File: src/design/twhf_pkg.sv
package twhf_pkg;

   localparam int MAX_TILE_W   = 256;
   localparam int MAX_TILE_H   = 16;
   localparam int MAX_HALO     = 4;
   localparam int BUFFER_COUNT = 2;

   // Operand and product widths of the shared multiplier.
   localparam int MUL_A_W = 25;
   localparam int MUL_B_W = 20;
   localparam int MUL_P_W = MUL_A_W + MUL_B_W;

   // Divider geometry: 32-bit dividend, 16-bit divisor, one quotient bit a cycle.
   localparam int DIV_N_W = 32;
   localparam int DIV_D_W = 16;
   localparam int DIV_C_W = $clog2(DIV_N_W);

   localparam int CSR_INDEX_W = 3;
   localparam int CSR_DATA_W  = 20;

   localparam logic [1:0] CMD_BEGIN    = 2'd0;
   localparam logic [1:0] CMD_NEXT     = 2'd1;
   localparam logic [1:0] CMD_END      = 2'd2;
   localparam logic [1:0] CMD_PREFETCH = 2'd3;

   localparam logic [1:0] KIND_PREFETCH  = 2'd0;
   localparam logic [1:0] KIND_WRITEBACK = 2'd1;
   localparam logic [1:0] KIND_STATUS    = 2'd2;
   localparam logic [1:0] KIND_REFUSED   = 2'd3;

   localparam logic [2:0] REG_IMAGE_WIDTH   = 3'd0;
   localparam logic [2:0] REG_IMAGE_HEIGHT  = 3'd1;
   localparam logic [2:0] REG_TILE_WIDTH    = 3'd2;
   localparam logic [2:0] REG_TILE_HEIGHT   = 3'd3;
   localparam logic [2:0] REG_ROW_PITCH     = 3'd4;
   localparam logic [2:0] REG_ELEMENT_BYTES = 3'd5;
   localparam logic [2:0] REG_HALO_COLUMNS  = 3'd6;
   localparam logic [2:0] REG_HALO_ROWS     = 3'd7;

   localparam logic [11:0] MAX_BYTE_COUNT = 12'd2112;

endpackage

File: src/design/twhf_req_if.sv
interface twhf_req_if;
   logic        valid;
   logic        ready;
   logic [1:0]  cmd;
   logic        tile_was_modified;
   logic [31:0] requested_tile;

   modport source (output valid, cmd, tile_was_modified, requested_tile, input ready);
   modport sink   (input valid, cmd, tile_was_modified, requested_tile, output ready);
endinterface

File: src/design/twhf_rsp_if.sv
interface twhf_rsp_if;
   logic        valid;
   logic        ready;
   logic [1:0]  kind;
   logic        buffer_select;
   logic [35:0] memory_offset;
   logic [15:0] buffer_offset;
   logic [11:0] byte_count;
   logic [31:0] tile_number;
   logic [15:0] start_col;
   logic [15:0] start_row;
   logic [8:0]  cur_width;
   logic [4:0]  cur_height;
   logic        is_last_tile;
   logic        last_of_run;

   modport source (output valid, kind, buffer_select, memory_offset, buffer_offset,
                   byte_count, tile_number, start_col, start_row, cur_width,
                   cur_height, is_last_tile, last_of_run, input ready);
   modport sink   (input valid, kind, buffer_select, memory_offset, buffer_offset,
                   byte_count, tile_number, start_col, start_row, cur_width,
                   cur_height, is_last_tile, last_of_run, output ready);
endinterface

File: src/design/twhf_div.sv
// Restoring divider, one quotient bit per cycle.
module twhf_div
   import twhf_pkg::*;
(
   input  logic               clock,
   input  logic               reset,
   input  logic               start,
   input  logic [DIV_N_W-1:0] dividend,
   input  logic [DIV_D_W-1:0] divisor,
   output logic               done,
   output logic [DIV_N_W-1:0] quotient,
   output logic [DIV_D_W-1:0] remainder
);

   logic               busy_ff, busy_in;
   logic               done_ff, done_in;
   logic [DIV_C_W-1:0] cnt_ff, cnt_in;
   logic [DIV_N_W-1:0] quot_ff, quot_in;
   logic [DIV_D_W-1:0] rem_ff, rem_in;
   logic [DIV_D_W-1:0] dvs_ff, dvs_in;
   logic [DIV_D_W:0]   rem_shift;
   logic               fits;

   always_comb begin
      rem_shift = {rem_ff, quot_ff[DIV_N_W-1]};
      fits      = rem_shift >= {1'b0, dvs_ff};
      busy_in   = busy_ff;
      done_in   = 1'b0;
      cnt_in    = cnt_ff;
      quot_in   = quot_ff;
      rem_in    = rem_ff;
      dvs_in    = dvs_ff;
      if (start) begin
         busy_in = 1'b1;
         cnt_in  = '0;
         quot_in = dividend;
         rem_in  = '0;
         dvs_in  = divisor;
      end else if (busy_ff) begin
         quot_in = {quot_ff[DIV_N_W-2:0], fits};
         rem_in  = fits ? DIV_D_W'(rem_shift - {1'b0, dvs_ff}) : rem_shift[DIV_D_W-1:0];
         cnt_in  = cnt_ff + 1'b1;
         if (cnt_ff == DIV_C_W'(DIV_N_W - 1)) begin
            busy_in = 1'b0;
            done_in = 1'b1;
         end
      end
   end

   always_ff @(posedge clock) begin
      if (reset) begin
         busy_ff <= 1'b0;
         done_ff <= 1'b0;
         cnt_ff  <= '0;
      end else begin
         busy_ff <= busy_in;
         done_ff <= done_in;
         cnt_ff  <= cnt_in;
      end
      quot_ff <= quot_in;
      rem_ff  <= rem_in;
      dvs_ff  <= dvs_in;
   end

   assign done      = done_ff;
   assign quotient  = quot_ff;
   assign remainder = rem_ff;

endmodule

File: src/design/twhf_mul.sv
// Shared multiplier with a registered product.
module twhf_mul
   import twhf_pkg::*;
(
   input  logic               clock,
   input  logic [MUL_A_W-1:0] op_a,
   input  logic [MUL_B_W-1:0] op_b,
   output logic [MUL_P_W-1:0] product
);

   logic [MUL_P_W-1:0] prod_ff;

   always_ff @(posedge clock) begin
      prod_ff <= MUL_P_W'(op_a) * MUL_P_W'(op_b);
   end

   assign product = prod_ff;

endmodule

File: src/design/tile_walker_halo_fetch_top.sv
// Channel  | Dir | Payload
// req_chan | in  | cmd, tile_was_modified, requested_tile
// rsp_chan | out | kind, buffer_select, memory_offset ... is_last_tile, last_of_run
// csr_*    | in  | csr_write_enable, csr_index, csr_write_data (write only)
//
// One command is taken at a time; req_chan.ready is high only while the sequencer idles.
// After the accepting edge a command passes through setup, a serial divide where needed, a row
// pass setup of tile geometry and shared multiplies for each run of rows, and the status word.
// A begin runs up to two prefetches, a next runs a prefetch when a tile follows and writes back
// first when dirty, and a refusal produces only the status word.
// Reset is synchronous and returns the registers to their reset values and the walker to
// its first tile with nothing to advance. A stall on rsp_chan holds the current word.
module tile_walker_halo_fetch_top
   import twhf_pkg::*;
(
   input  logic                   clock,
   input  logic                   reset,
   twhf_req_if.sink               req_chan,
   twhf_rsp_if.source             rsp_chan,
   input  logic                   csr_write_enable,
   input  logic [CSR_INDEX_W-1:0] csr_index,
   input  logic [CSR_DATA_W-1:0]  csr_write_data
);

   typedef enum logic [4:0] {
      ST_IDLE, ST_PITCH, ST_PITCH_W, ST_B_DIV_X, ST_B_DIV_Y, ST_B_MUL, ST_B_SET,
      ST_B_SECOND, ST_B_FIN, ST_NEXT_ADV, ST_NEXT_PF, ST_NEXT_FIN, ST_STATUS_GO,
      ST_PF_START, ST_PF_DIV, ST_G_SX, ST_G_SY, ST_G_WIN, ST_G_CALC, ST_S_RB,
      ST_S_MY, ST_S_MX, ST_S_MT, ST_S_ML, ST_S_ME, ST_S_MC, ST_S_R0, ST_ROWS, ST_STAT
   } state_type;

   typedef enum logic [1:0] {MODE_PF, MODE_WB, MODE_ST} mode_type;

   // Configuration registers.
   logic [15:0] img_w_ff, img_h_ff;
   logic [8:0]  tile_w_ff;
   logic [4:0]  tile_h_ff;
   logic [19:0] pitch_reg_ff;
   logic [3:0]  elem_ff;
   logic [2:0]  halo_x_ff, halo_y_ff;

   // Walker state.
   logic [15:0] col_tile_ff, row_tile_ff, tiles_across_ff;
   logic [31:0] tile_counter_ff, tiles_total_ff;
   logic        active_buf_ff, final_flag_ff;

   // Sequencer.
   state_type   state_ff, ret_ff;
   mode_type    mode_ff;
   logic [1:0]  cmd_ff, st_kind_ff;
   logic        dirty_ff;
   logic [31:0] req_tile_ff, pf_idx_ff;
   logic        pf_buf_ff;
   logic [19:0] pitch_ff;
   logic [15:0] across_tmp_ff, gcol_ff, grow_ff;
   logic [24:0] sx_ff, fx0_ff;
   logic [20:0] sy_ff, fy0_ff;
   logic [8:0]  fw_ff, cw_ff;
   logic [4:0]  fh_ff, ch_ff, limit_ff, cnt_ff;
   logic [2:0]  top_ff, left_ff;
   logic [11:0] rb_ff, bytes_ff;
   logic [35:0] base_ff, mem_ff;
   logic [15:0] boff_ff;
   logic [10:0] tmp_ff;

   // Effective register values after clamping.
   logic [15:0] e_w, e_h;
   logic [8:0]  e_tw;
   logic [4:0]  e_th;
   logic [3:0]  e_eb;
   logic [2:0]  e_hx, e_hy;
   logic [15:0] across_eff;

   logic               mul_sel_pf;
   logic [MUL_A_W-1:0] mul_a;
   logic [MUL_B_W-1:0] mul_b;
   logic [MUL_P_W-1:0] prod;

   logic               div_start, div_done;
   logic [DIV_N_W-1:0] div_n, div_q;
   logic [DIV_D_W-1:0] div_d, div_r;

   // Window arithmetic on the registered tile origin.
   logic [25:0] x1, ex;
   logic [21:0] y1, ey;
   logic [15:0] x1c, exc, y1c, eyc;
   logic [24:0] fx0_c;
   logic [20:0] fy0_c;
   logic [32:0] next_idx;
   logic        next_has;
   logic [15:0] col_inc;
   logic        rsp_fire;

   always_comb begin
      e_w  = (img_w_ff == 16'd0) ? 16'd1 : img_w_ff;
      e_h  = (img_h_ff == 16'd0) ? 16'd1 : img_h_ff;
      e_tw = (tile_w_ff == 9'd0) ? 9'd1 :
             ((tile_w_ff > 9'(MAX_TILE_W)) ? 9'(MAX_TILE_W) : tile_w_ff);
      e_th = (tile_h_ff == 5'd0) ? 5'd1 :
             ((tile_h_ff > 5'(MAX_TILE_H)) ? 5'(MAX_TILE_H) : tile_h_ff);
      e_eb = (elem_ff == 4'd0) ? 4'd1 : ((elem_ff > 4'd8) ? 4'd8 : elem_ff);
      e_hx = (halo_x_ff > 3'(MAX_HALO)) ? 3'(MAX_HALO) : halo_x_ff;
      e_hy = (halo_y_ff > 3'(MAX_HALO)) ? 3'(MAX_HALO) : halo_y_ff;
      across_eff = (tiles_across_ff == 16'd0) ? 16'd1 : tiles_across_ff;
   end

   always_comb begin
      x1    = 26'(sx_ff) + 26'(e_tw) + 26'(e_hx);
      x1c   = (x1 > 26'(e_w)) ? e_w : x1[15:0];
      ex    = 26'(sx_ff) + 26'(e_tw);
      exc   = (ex > 26'(e_w)) ? e_w : ex[15:0];
      fx0_c = (sx_ff > 25'(e_hx)) ? (sx_ff - 25'(e_hx)) : 25'd0;
      y1    = 22'(sy_ff) + 22'(e_th) + 22'(e_hy);
      y1c   = (y1 > 22'(e_h)) ? e_h : y1[15:0];
      ey    = 22'(sy_ff) + 22'(e_th);
      eyc   = (ey > 22'(e_h)) ? e_h : ey[15:0];
      fy0_c = (sy_ff > 21'(e_hy)) ? (sy_ff - 21'(e_hy)) : 21'd0;
   end

   assign next_idx = {1'b0, tile_counter_ff} + 33'd1;
   assign next_has = next_idx < {1'b0, tiles_total_ff};
   assign col_inc  = col_tile_ff + 16'd1;

   // Operand selection for the shared multiplier.
   assign mul_sel_pf = (mode_ff == MODE_PF);
   always_comb begin
      mul_a = '0;
      mul_b = '0;
      case (state_ff)
         ST_PITCH: begin mul_a = MUL_A_W'(e_w);          mul_b = MUL_B_W'(e_eb);      end
         ST_B_MUL: begin mul_a = MUL_A_W'(across_tmp_ff); mul_b = MUL_B_W'(div_q[15:0]); end
         ST_G_SX:  begin mul_a = MUL_A_W'(gcol_ff);      mul_b = MUL_B_W'(e_tw);      end
         ST_G_SY:  begin mul_a = MUL_A_W'(grow_ff);      mul_b = MUL_B_W'(e_th);      end
         ST_S_RB:  begin mul_a = MUL_A_W'(fw_ff);        mul_b = MUL_B_W'(e_eb);      end
         ST_S_MY:  begin
            mul_a = mul_sel_pf ? MUL_A_W'(fy0_ff) : MUL_A_W'(sy_ff);
            mul_b = pitch_ff;
         end
         ST_S_MX:  begin
            mul_a = mul_sel_pf ? fx0_ff : sx_ff;
            mul_b = MUL_B_W'(e_eb);
         end
         ST_S_MT:  begin mul_a = MUL_A_W'(top_ff);       mul_b = MUL_B_W'(fw_ff);     end
         ST_S_ME:  begin mul_a = MUL_A_W'(tmp_ff);       mul_b = MUL_B_W'(e_eb);      end
         ST_S_MC:  begin mul_a = MUL_A_W'(cw_ff);        mul_b = MUL_B_W'(e_eb);      end
         default:  begin mul_a = '0;                     mul_b = '0;                  end
      endcase
   end

   twhf_mul u_mul (
      .clock   (clock),
      .op_a    (mul_a),
      .op_b    (mul_b),
      .product (prod)
   );

   // The divider serves the tile counts at begin and the tile position of a prefetch.
   always_comb begin
      div_start = 1'b0;
      div_n     = '0;
      div_d     = '0;
      case (state_ff)
         ST_PITCH_W: begin
            div_start = (cmd_ff == CMD_BEGIN);
            div_n     = DIV_N_W'(17'(e_w) + 17'(e_tw) - 17'd1);
            div_d     = DIV_D_W'(e_tw);
         end
         ST_B_DIV_X: begin
            div_start = div_done;
            div_n     = DIV_N_W'(17'(e_h) + 17'(e_th) - 17'd1);
            div_d     = DIV_D_W'(e_th);
         end
         ST_PF_START: begin
            div_start = 1'b1;
            div_n     = pf_idx_ff;
            div_d     = across_eff;
         end
         default: begin
            div_start = 1'b0;
         end
      endcase
   end

   twhf_div u_div (
      .clock     (clock),
      .reset     (reset),
      .start     (div_start),
      .dividend  (div_n),
      .divisor   (div_d),
      .done      (div_done),
      .quotient  (div_q),
      .remainder (div_r)
   );

   // Configuration writes.
   always_ff @(posedge clock) begin
      if (reset) begin
         img_w_ff     <= 16'd1;
         img_h_ff     <= 16'd1;
         tile_w_ff    <= 9'd1;
         tile_h_ff    <= 5'd1;
         pitch_reg_ff <= 20'd1;
         elem_ff      <= 4'd1;
         halo_x_ff    <= 3'd0;
         halo_y_ff    <= 3'd0;
      end else if (csr_write_enable) begin
         case (csr_index)
            REG_IMAGE_WIDTH:   img_w_ff     <= csr_write_data[15:0];
            REG_IMAGE_HEIGHT:  img_h_ff     <= csr_write_data[15:0];
            REG_TILE_WIDTH:    tile_w_ff    <= csr_write_data[8:0];
            REG_TILE_HEIGHT:   tile_h_ff    <= csr_write_data[4:0];
            REG_ROW_PITCH:     pitch_reg_ff <= csr_write_data;
            REG_ELEMENT_BYTES: elem_ff      <= csr_write_data[3:0];
            REG_HALO_COLUMNS:  halo_x_ff    <= csr_write_data[2:0];
            REG_HALO_ROWS:     halo_y_ff    <= csr_write_data[2:0];
            default:           img_w_ff     <= img_w_ff;
         endcase
      end
   end

   assign rsp_fire = rsp_chan.valid && rsp_chan.ready;

   // Sequencer. Each multiply state presents operands; the next state takes the product.
   always_ff @(posedge clock) begin
      if (reset) begin
         state_ff        <= ST_IDLE;
         ret_ff          <= ST_IDLE;
         mode_ff         <= MODE_ST;
         col_tile_ff     <= '0;
         row_tile_ff     <= '0;
         tile_counter_ff <= '0;
         active_buf_ff   <= 1'b0;
         final_flag_ff   <= 1'b1;
         tiles_across_ff <= '0;
         tiles_total_ff  <= '0;
      end else begin
         case (state_ff)
            ST_IDLE: begin
               if (req_chan.valid) begin
                  cmd_ff      <= req_chan.cmd;
                  dirty_ff    <= req_chan.tile_was_modified;
                  req_tile_ff <= req_chan.requested_tile;
                  state_ff    <= ST_PITCH;
               end
            end
            ST_PITCH: state_ff <= ST_PITCH_W;
            ST_PITCH_W: begin
               pitch_ff   <= (pitch_reg_ff != 20'd0) ? pitch_reg_ff : prod[19:0];
               st_kind_ff <= KIND_STATUS;
               gcol_ff    <= col_tile_ff;
               grow_ff    <= row_tile_ff;
               case (cmd_ff)
                  CMD_BEGIN: state_ff <= ST_B_DIV_X;
                  CMD_NEXT: begin
                     if (final_flag_ff) begin
                        st_kind_ff <= KIND_REFUSED;
                        state_ff   <= ST_STATUS_GO;
                     end else if (dirty_ff) begin
                        mode_ff  <= MODE_WB;
                        ret_ff   <= ST_NEXT_ADV;
                        state_ff <= ST_G_SX;
                     end else begin
                        state_ff <= ST_NEXT_ADV;
                     end
                  end
                  CMD_END: begin
                     if (dirty_ff) begin
                        mode_ff  <= MODE_WB;
                        ret_ff   <= ST_STATUS_GO;
                        state_ff <= ST_G_SX;
                     end else begin
                        state_ff <= ST_STATUS_GO;
                     end
                  end
                  default: begin
                     if (req_tile_ff >= tiles_total_ff) begin
                        st_kind_ff <= KIND_REFUSED;
                        state_ff   <= ST_STATUS_GO;
                     end else begin
                        pf_idx_ff <= req_tile_ff;
                        pf_buf_ff <= ~active_buf_ff;
                        ret_ff    <= ST_STATUS_GO;
                        state_ff  <= ST_PF_START;
                     end
                  end
               endcase
            end
            ST_B_DIV_X: begin
               if (div_done) begin
                  across_tmp_ff <= div_q[15:0];
                  state_ff      <= ST_B_DIV_Y;
               end
            end
            ST_B_DIV_Y: if (div_done) state_ff <= ST_B_MUL;
            ST_B_MUL: state_ff <= ST_B_SET;
            ST_B_SET: begin
               tiles_across_ff <= across_tmp_ff;
               tiles_total_ff  <= prod[31:0];
               col_tile_ff     <= '0;
               row_tile_ff     <= '0;
               tile_counter_ff <= '0;
               active_buf_ff   <= 1'b0;
               pf_idx_ff       <= 32'd0;
               pf_buf_ff       <= 1'b0;
               ret_ff          <= ST_B_SECOND;
               state_ff        <= ST_PF_START;
            end
            ST_B_SECOND: begin
               if (tiles_total_ff > 32'd1) begin
                  pf_idx_ff <= 32'd1;
                  pf_buf_ff <= 1'b1;
                  ret_ff    <= ST_B_FIN;
                  state_ff  <= ST_PF_START;
               end else begin
                  state_ff <= ST_B_FIN;
               end
            end
            ST_B_FIN: begin
               final_flag_ff <= (tiles_total_ff <= 32'd1);
               state_ff      <= ST_STATUS_GO;
            end
            ST_NEXT_ADV: begin
               tile_counter_ff <= tile_counter_ff + 32'd1;
               if (col_inc >= tiles_across_ff) begin
                  col_tile_ff <= '0;
                  row_tile_ff <= row_tile_ff + 16'd1;
               end else begin
                  col_tile_ff <= col_inc;
               end
               active_buf_ff <= ~active_buf_ff;
               state_ff      <= ST_NEXT_PF;
            end
            ST_NEXT_PF: begin
               if (next_has) begin
                  pf_idx_ff <= next_idx[31:0];
                  pf_buf_ff <= ~active_buf_ff;
                  ret_ff    <= ST_NEXT_FIN;
                  state_ff  <= ST_PF_START;
               end else begin
                  state_ff <= ST_NEXT_FIN;
               end
            end
            ST_NEXT_FIN: begin
               final_flag_ff <= ~next_has;
               state_ff      <= ST_STATUS_GO;
            end
            ST_STATUS_GO: begin
               mode_ff  <= MODE_ST;
               gcol_ff  <= col_tile_ff;
               grow_ff  <= row_tile_ff;
               state_ff <= ST_G_SX;
            end
            ST_PF_START: begin
               mode_ff  <= MODE_PF;
               state_ff <= ST_PF_DIV;
            end
            ST_PF_DIV: begin
               if (div_done) begin
                  gcol_ff  <= div_r;
                  grow_ff  <= div_q[15:0];
                  state_ff <= ST_G_SX;
               end
            end
            ST_G_SX: state_ff <= ST_G_SY;
            ST_G_SY: begin
               sx_ff    <= prod[24:0];
               state_ff <= ST_G_WIN;
            end
            ST_G_WIN: begin
               sy_ff    <= prod[20:0];
               state_ff <= ST_G_CALC;
            end
            ST_G_CALC: begin
               fx0_ff  <= fx0_c;
               fy0_ff  <= fy0_c;
               fw_ff   <= (25'(x1c) > fx0_c) ? 9'(25'(x1c) - fx0_c) : 9'd0;
               fh_ff   <= (21'(y1c) > fy0_c) ? 5'(21'(y1c) - fy0_c) : 5'd0;
               cw_ff   <= (25'(exc) > sx_ff) ? 9'(25'(exc) - sx_ff) : 9'd0;
               ch_ff   <= (21'(eyc) > sy_ff) ? 5'(21'(eyc) - sy_ff) : 5'd0;
               top_ff  <= 3'(sy_ff - fy0_c);
               left_ff <= 3'(sx_ff - fx0_c);
               state_ff <= (mode_ff == MODE_ST) ? ST_STAT : ST_S_RB;
            end
            ST_S_RB: state_ff <= ST_S_MY;
            ST_S_MY: begin
               rb_ff    <= prod[11:0];
               state_ff <= ST_S_MX;
            end
            ST_S_MX: begin
               base_ff  <= prod[35:0];
               state_ff <= ST_S_MT;
            end
            ST_S_MT: begin
               mem_ff   <= base_ff + prod[35:0];
               state_ff <= ST_S_ML;
            end
            ST_S_ML: begin
               tmp_ff   <= prod[10:0] + 11'(left_ff);
               state_ff <= ST_S_ME;
            end
            ST_S_ME: state_ff <= ST_S_MC;
            ST_S_MC: begin
               boff_ff  <= mul_sel_pf ? 16'd0 : prod[15:0];
               state_ff <= ST_S_R0;
            end
            ST_S_R0: begin
               bytes_ff <= mul_sel_pf ? rb_ff : prod[11:0];
               limit_ff <= mul_sel_pf ? fh_ff : ch_ff;
               cnt_ff   <= '0;
               if ((mul_sel_pf ? fh_ff : ch_ff) == 5'd0) begin
                  state_ff <= ret_ff;
               end else begin
                  state_ff <= ST_ROWS;
               end
            end
            ST_ROWS: begin
               if (rsp_fire) begin
                  mem_ff  <= mem_ff + 36'(pitch_ff);
                  boff_ff <= boff_ff + 16'(rb_ff);
                  cnt_ff  <= cnt_ff + 5'd1;
                  if (cnt_ff + 5'd1 == limit_ff) begin
                     state_ff <= ret_ff;
                  end
               end
            end
            ST_STAT: if (rsp_fire) state_ff <= ST_IDLE;
            default: state_ff <= ST_IDLE;
         endcase
      end
   end

   assign req_chan.ready = (state_ff == ST_IDLE);

   // Result word, selected from registers only.
   always_comb begin
      rsp_chan.valid         = (state_ff == ST_ROWS) || (state_ff == ST_STAT);
      rsp_chan.kind          = st_kind_ff;
      rsp_chan.buffer_select = active_buf_ff;
      rsp_chan.memory_offset = '0;
      rsp_chan.buffer_offset = '0;
      rsp_chan.byte_count    = '0;
      rsp_chan.tile_number   = tile_counter_ff;
      rsp_chan.start_col     = sx_ff[15:0];
      rsp_chan.start_row     = sy_ff[15:0];
      rsp_chan.cur_width     = cw_ff;
      rsp_chan.cur_height    = ch_ff;
      rsp_chan.is_last_tile  = final_flag_ff;
      rsp_chan.last_of_run   = 1'b1;
      if (state_ff == ST_ROWS) begin
         rsp_chan.kind          = mul_sel_pf ? KIND_PREFETCH : KIND_WRITEBACK;
         rsp_chan.buffer_select = mul_sel_pf ? pf_buf_ff : active_buf_ff;
         rsp_chan.memory_offset = mem_ff;
         rsp_chan.buffer_offset = boff_ff;
         rsp_chan.byte_count    = bytes_ff;
         rsp_chan.tile_number   = '0;
         rsp_chan.start_col     = '0;
         rsp_chan.start_row     = '0;
         rsp_chan.cur_width     = '0;
         rsp_chan.cur_height    = '0;
         rsp_chan.is_last_tile  = 1'b0;
         rsp_chan.last_of_run   = 1'b0;
      end
   end

endmodule

File: src/flat_wrapper.sv
// flat-port wrapper written by rule: the top's interface ports become plain ports
module tile_walker_halo_fetch_top_flat import twhf_pkg::*;
  (clock, reset, csr_write_enable, csr_index, csr_write_data, req_chan_valid, req_chan_cmd, req_chan_tile_was_modified, req_chan_requested_tile, req_chan_ready, rsp_chan_valid, rsp_chan_kind, rsp_chan_buffer_select, rsp_chan_memory_offset, rsp_chan_buffer_offset, rsp_chan_byte_count, rsp_chan_tile_number, rsp_chan_start_col, rsp_chan_start_row, rsp_chan_cur_width, rsp_chan_cur_height, rsp_chan_is_last_tile, rsp_chan_last_of_run, rsp_chan_ready);
  twhf_req_if req_chan_i ();
  twhf_rsp_if rsp_chan_i ();
  input  logic clock;
  input  logic reset;
  input  logic csr_write_enable;
  input  logic [CSR_INDEX_W-1:0] csr_index;
  input  logic [CSR_DATA_W-1:0] csr_write_data;
  input wire logic [$bits(req_chan_i.valid)-1:0] req_chan_valid;
  input wire logic [$bits(req_chan_i.cmd)-1:0] req_chan_cmd;
  input wire logic [$bits(req_chan_i.tile_was_modified)-1:0] req_chan_tile_was_modified;
  input wire logic [$bits(req_chan_i.requested_tile)-1:0] req_chan_requested_tile;
  output wire logic [$bits(req_chan_i.ready)-1:0] req_chan_ready;
  output wire logic [$bits(rsp_chan_i.valid)-1:0] rsp_chan_valid;
  output wire logic [$bits(rsp_chan_i.kind)-1:0] rsp_chan_kind;
  output wire logic [$bits(rsp_chan_i.buffer_select)-1:0] rsp_chan_buffer_select;
  output wire logic [$bits(rsp_chan_i.memory_offset)-1:0] rsp_chan_memory_offset;
  output wire logic [$bits(rsp_chan_i.buffer_offset)-1:0] rsp_chan_buffer_offset;
  output wire logic [$bits(rsp_chan_i.byte_count)-1:0] rsp_chan_byte_count;
  output wire logic [$bits(rsp_chan_i.tile_number)-1:0] rsp_chan_tile_number;
  output wire logic [$bits(rsp_chan_i.start_col)-1:0] rsp_chan_start_col;
  output wire logic [$bits(rsp_chan_i.start_row)-1:0] rsp_chan_start_row;
  output wire logic [$bits(rsp_chan_i.cur_width)-1:0] rsp_chan_cur_width;
  output wire logic [$bits(rsp_chan_i.cur_height)-1:0] rsp_chan_cur_height;
  output wire logic [$bits(rsp_chan_i.is_last_tile)-1:0] rsp_chan_is_last_tile;
  output wire logic [$bits(rsp_chan_i.last_of_run)-1:0] rsp_chan_last_of_run;
  input wire logic [$bits(rsp_chan_i.ready)-1:0] rsp_chan_ready;
  assign req_chan_i.valid = req_chan_valid;
  assign req_chan_i.cmd = req_chan_cmd;
  assign req_chan_i.tile_was_modified = req_chan_tile_was_modified;
  assign req_chan_i.requested_tile = req_chan_requested_tile;
  assign req_chan_ready = req_chan_i.ready;
  assign rsp_chan_valid = rsp_chan_i.valid;
  assign rsp_chan_kind = rsp_chan_i.kind;
  assign rsp_chan_buffer_select = rsp_chan_i.buffer_select;
  assign rsp_chan_memory_offset = rsp_chan_i.memory_offset;
  assign rsp_chan_buffer_offset = rsp_chan_i.buffer_offset;
  assign rsp_chan_byte_count = rsp_chan_i.byte_count;
  assign rsp_chan_tile_number = rsp_chan_i.tile_number;
  assign rsp_chan_start_col = rsp_chan_i.start_col;
  assign rsp_chan_start_row = rsp_chan_i.start_row;
  assign rsp_chan_cur_width = rsp_chan_i.cur_width;
  assign rsp_chan_cur_height = rsp_chan_i.cur_height;
  assign rsp_chan_is_last_tile = rsp_chan_i.is_last_tile;
  assign rsp_chan_last_of_run = rsp_chan_i.last_of_run;
  assign rsp_chan_i.ready = rsp_chan_ready;
  tile_walker_halo_fetch_top u_core (.clock(clock), .reset(reset), .req_chan(req_chan_i), .rsp_chan(rsp_chan_i), .csr_write_enable(csr_write_enable), .csr_index(csr_index), .csr_write_data(csr_write_data));
endmodule
File: config.mk
export PLATFORM = sky130hd
export DESIGN_NAME = tile_walker_halo_fetch_top_flat
export DESIGN_NICKNAME = d
export VERILOG_FILES = /design/src/design/twhf_pkg.sv /design/src/design/twhf_req_if.sv /design/src/design/twhf_rsp_if.sv /design/src/design/twhf_div.sv /design/src/design/twhf_mul.sv /design/src/design/tile_walker_halo_fetch_top.sv /design/src/flat_wrapper.sv
export SDC_FILE = /design/constraint.sdc
export NUM_CORES = 2
export LEC_CHECK = 0
export ABC_CLOCK_PERIOD_IN_PS = 8200
export BUFFER_PORTS_ARGS = -buffer_cell sky130_fd_sc_hd__buf_2
export CORE_MARGIN = 3
export CORE_UTILIZATION = 38
export DETAILED_ROUTE_END_ITERATION = 12
export GPL_ROUTABILITY_DRIVEN = 1
export GPL_TIMING_DRIVEN = 1
export SETUP_SLACK_MARGIN = 0.02
export SYNTH_ARGS = -nofsm -noshare
export SYNTH_HDL_FRONTEND = slang
export SYNTH_HIERARCHICAL = 1
export SYNTH_SLANG_ARGS = --single-unit
File: constraint.sdc
create_clock -name clock -period 8.2 [get_ports clock]
set_input_delay 2.05 -clock clock [delete_from_list [all_inputs] [get_ports clock]]
set_output_delay 2.05 -clock clock [all_outputs]
set_load 0.01 [all_outputs]
==> flow_metrics.py <==
metrics = {
    "synthesis": {
        "syn-instance-count": 6644,
        "ys_warn_count": 6,
        "synth_area_um2": 60440,
        "synth_area_per_cell_um2": 9.097,
        "syn_nets": 7606,
    },
    "drt": {
        "drt-initial-drc-count": 5218,
        "num_vias": 51280,
        "drc": 0,
        "wl_per_cell_um": 24.78,
        "via_per_inst": 5.642,
        "firstDrtPassIters": 6,
        "finalWirelength_um": 225300,
        "final_antenna_net_count": 0,
    },
    "power_and_ir_drop": {
        "power.share.clock_pct": 36.5,
        "peakVddDrop_v": 0.0001417,
        "switching_power_mw": 3.489,
        "power_frac_comb_pct": 23.5,
        "leakage_nw": 30.35,
        "fin_total_pwr_mw": 10.58,
        "p_seq_share_pct": 40.0,
        "power_density_nw_per_um2": 153.1,
        "sw_frac_of_total_pct": 32.98,
        "p_int_mw": 7.091,
    },
    "critical_path": {
        "r2r_slack_ps": 260,
        "required_ps": 8800,
        "cp-end-kind": "flop",
        "critical_path_class": "flop to flop",
        "max_stage_delay_ps": 560,
        "cp_max_fo": 20,
        "path_common_cell": "fa_1",
        "startpoint_type": "flop",
        "critPathSlowestCell": "fa_1",
        "worstPathArrival_ps": 8540,
    },
    "final_layout": {
        "finish.net_count": 7919,
        "fill_cells": 15280,
        "layout-drive-gt1-share_pct": 13.68,
        "stdcell_count": 9089,
        "syn_to_final_growth_pct": 14.31,
        "final_area_um2": 69090,
        "utilization_pct": 43.97,
    },
    "sta": {
        "worst_pin_slew_ps": 1207,
        "final-hold-violation-count": 0,
        "fmax_mhz": 126.0,
        "worst_slack_ps": 264.6,
        "fin_crit_ps": 7935,
        "setup_viol": 0,
        "fin_crit_sh_pct": 96.77,
        "finalMaxSlewViolations": 0,
        "slew_headroom_pct": 19.35,
        "rsz0062_at_grt": "yes",
        "skew_ps": 53.81,
    },
    "clock_network": {
        "cts_buffer_depth": 3,
        "cts-root-buf": "clkbuf_16",
        "ctsHoldBuffers": 0,
        "clock-sinks": 704,
        "cts_tree": "yes",
        "numCtsBuffers": 80,
        "clk_latency_ps": 730,
        "htreeDepth": 3,
        "clkTransAtPathRegs_ps": 80,
    },
    "global_route": {
        "grt_usage_pct": 27.12,
        "grt_max_degree": 155,
        "grt_antenna_before_repair": 19,
        "overflow": 0,
        "grt_pass1_wl_um": 331000,
        "grt_pass1_vias": 50010,
    },
    "worst_hold_path": {
        "min_path_type": "flop to flop",
    },
    "place": {
        "place_area_um2": 65640,
        "portBuffers": 211,
        "gp_congestion": 1.018,
        "place_ws_ps": -293.7,
        "place_inst": 8911,
        "dp_hpwl_um": 177600,
    },
    "floorplanning": {
        "initial_core_util_pct": 38.47,
        "core-area_um2": 157100,
        "rows": 145,
        "dieArea_um2": 163900,
        "ioPinCount": 212,
        "die_x_um": 404.8,
        "die_y_um": 404.8,
    },
    "outcome": {
        "status": "finished, final reports clean",
    },
    "job": {
        "timing.max_cap.violations": 0,
    },
}
repair_timing:
item                       CTS  global route
cloned                       0             4
setup endpoints to repair   11            42
pin swaps                    1            31
buffers inserted             1            17
resized for setup            9            94
worst max-delay path: cells and delay by family, from the launching register on:
family | cells | cell delay [ps]
DFF | 1 | 350
xor gates and xnor gates | 1 | 160
adders and majority gates | 8 | 3920
buffers and inverters | 7 | 940
AOI/OAI and AO/OA | 6 | 1260
and+or+nand+nor | 5 | 750
muxes | 1 | 390
final timing paths:
| path | start | to | cells past startpoint |
|---|---|---|---|
| worst max-delay path | u_core/mode_ff[0] | u_core/u_mul/product[29] | 28 |
| worst min-delay path | u_core/ret_ff[3] | u_core/ret_ff[3] | 2 |
| worst max register to register | u_core/mode_ff[0] | u_core/u_mul/product[29] | 28 |
| worst min register to register | u_core/ret_ff[3] | u_core/ret_ff[3] | 2 |
sequential cells by signal (all words and copies together) (netlist names), 32 cells and up:
| signal | cells |
|---|---|
| u_core/tile_counter_ff | 32 |
| u_core/req_tile_ff | 32 |
| u_core/base_ff | 36 |
| u_core/u_div/quotient | 32 |
| u_core/tiles_total_ff | 32 |
| u_core/mem_ff | 36 |
| u_core/pf_idx_ff | 32 |
| u_core/u_mul/product | 36 |
cell type report:
| class | instances | area, um2 | share of cell area, % |
|---|---|---|---|
| multi-input cells | 4832 | 38180 | 55.25 |
| flip-flops and latches | 704 | 18540 | 26.84 |
| repair buffers | 559 | 3998 | 5.786 |
| inverters | 780 | 2930 | 4.241 |
| well taps | 2058 | 2575 | 3.727 |
| clock buffers | 115 | 2416 | 3.497 |
| clock inverters | 34 | 434.2 | 0.6284 |
| diodes | 7 | 17.52 | 0.02535 |
power groups by stage:
stage / clock network, mW / registers, mW / logic (mW)
after global placement: 0 / 4.29 / 2.38
after detailed placement: 0 / 4.29 / 2.40
final: 3.87 / 4.23 / 2.49
after floorplan: 0 / 4.17 / 1.50
after global routing: 4.07 / 4.24 / 2.67
after CTS: 3.93 / 4.22 / 2.41
per-layer routing:
layer,global-route usage (%),routed length (um),vias up
li1,-,-,23200
met1,38.03,96770,25260
met2,41.56,98430,2400
met3,4.513,19510,423
met4,10.98,10550,2
met5,0,13,-
layout by cell type, fill, tap and decap left out, types with 29 or more instances in the layout:
cell,count
nand2_1,849
inv_1,773
ha_1,495
edfxtp_1,444
fa_1,400
a21oi_1,368
nor2_1,359
and2_1,345
buf_4,314
dfxtp_1,255
buf_2,211
xnor2_1,201
o21ai_0,200
nand3_1,141
a21o_1,125
xor2_1,109
mux2_2,92
clkbuf_16,89
nor3_1,82
mux2i_1,79
nand4_1,76
nor2b_1,70
nand2b_1,54
a22oi_1,54
a22o_1,50
o21a_1,45
and3_1,41
nor4_1,38
or2_2,32
a31oi_1,29
stage by stage:
step                      setup TNS (ps)  hold WS [ps]
after floorplan                        0         412.3
after global placement             -2753         441.4
after detailed placement           -2575         445.7
after CTS                              0         453.8
after global routing              -534.6         481.9
final                                  0         461.8
(Power assumes the default switching activity.)
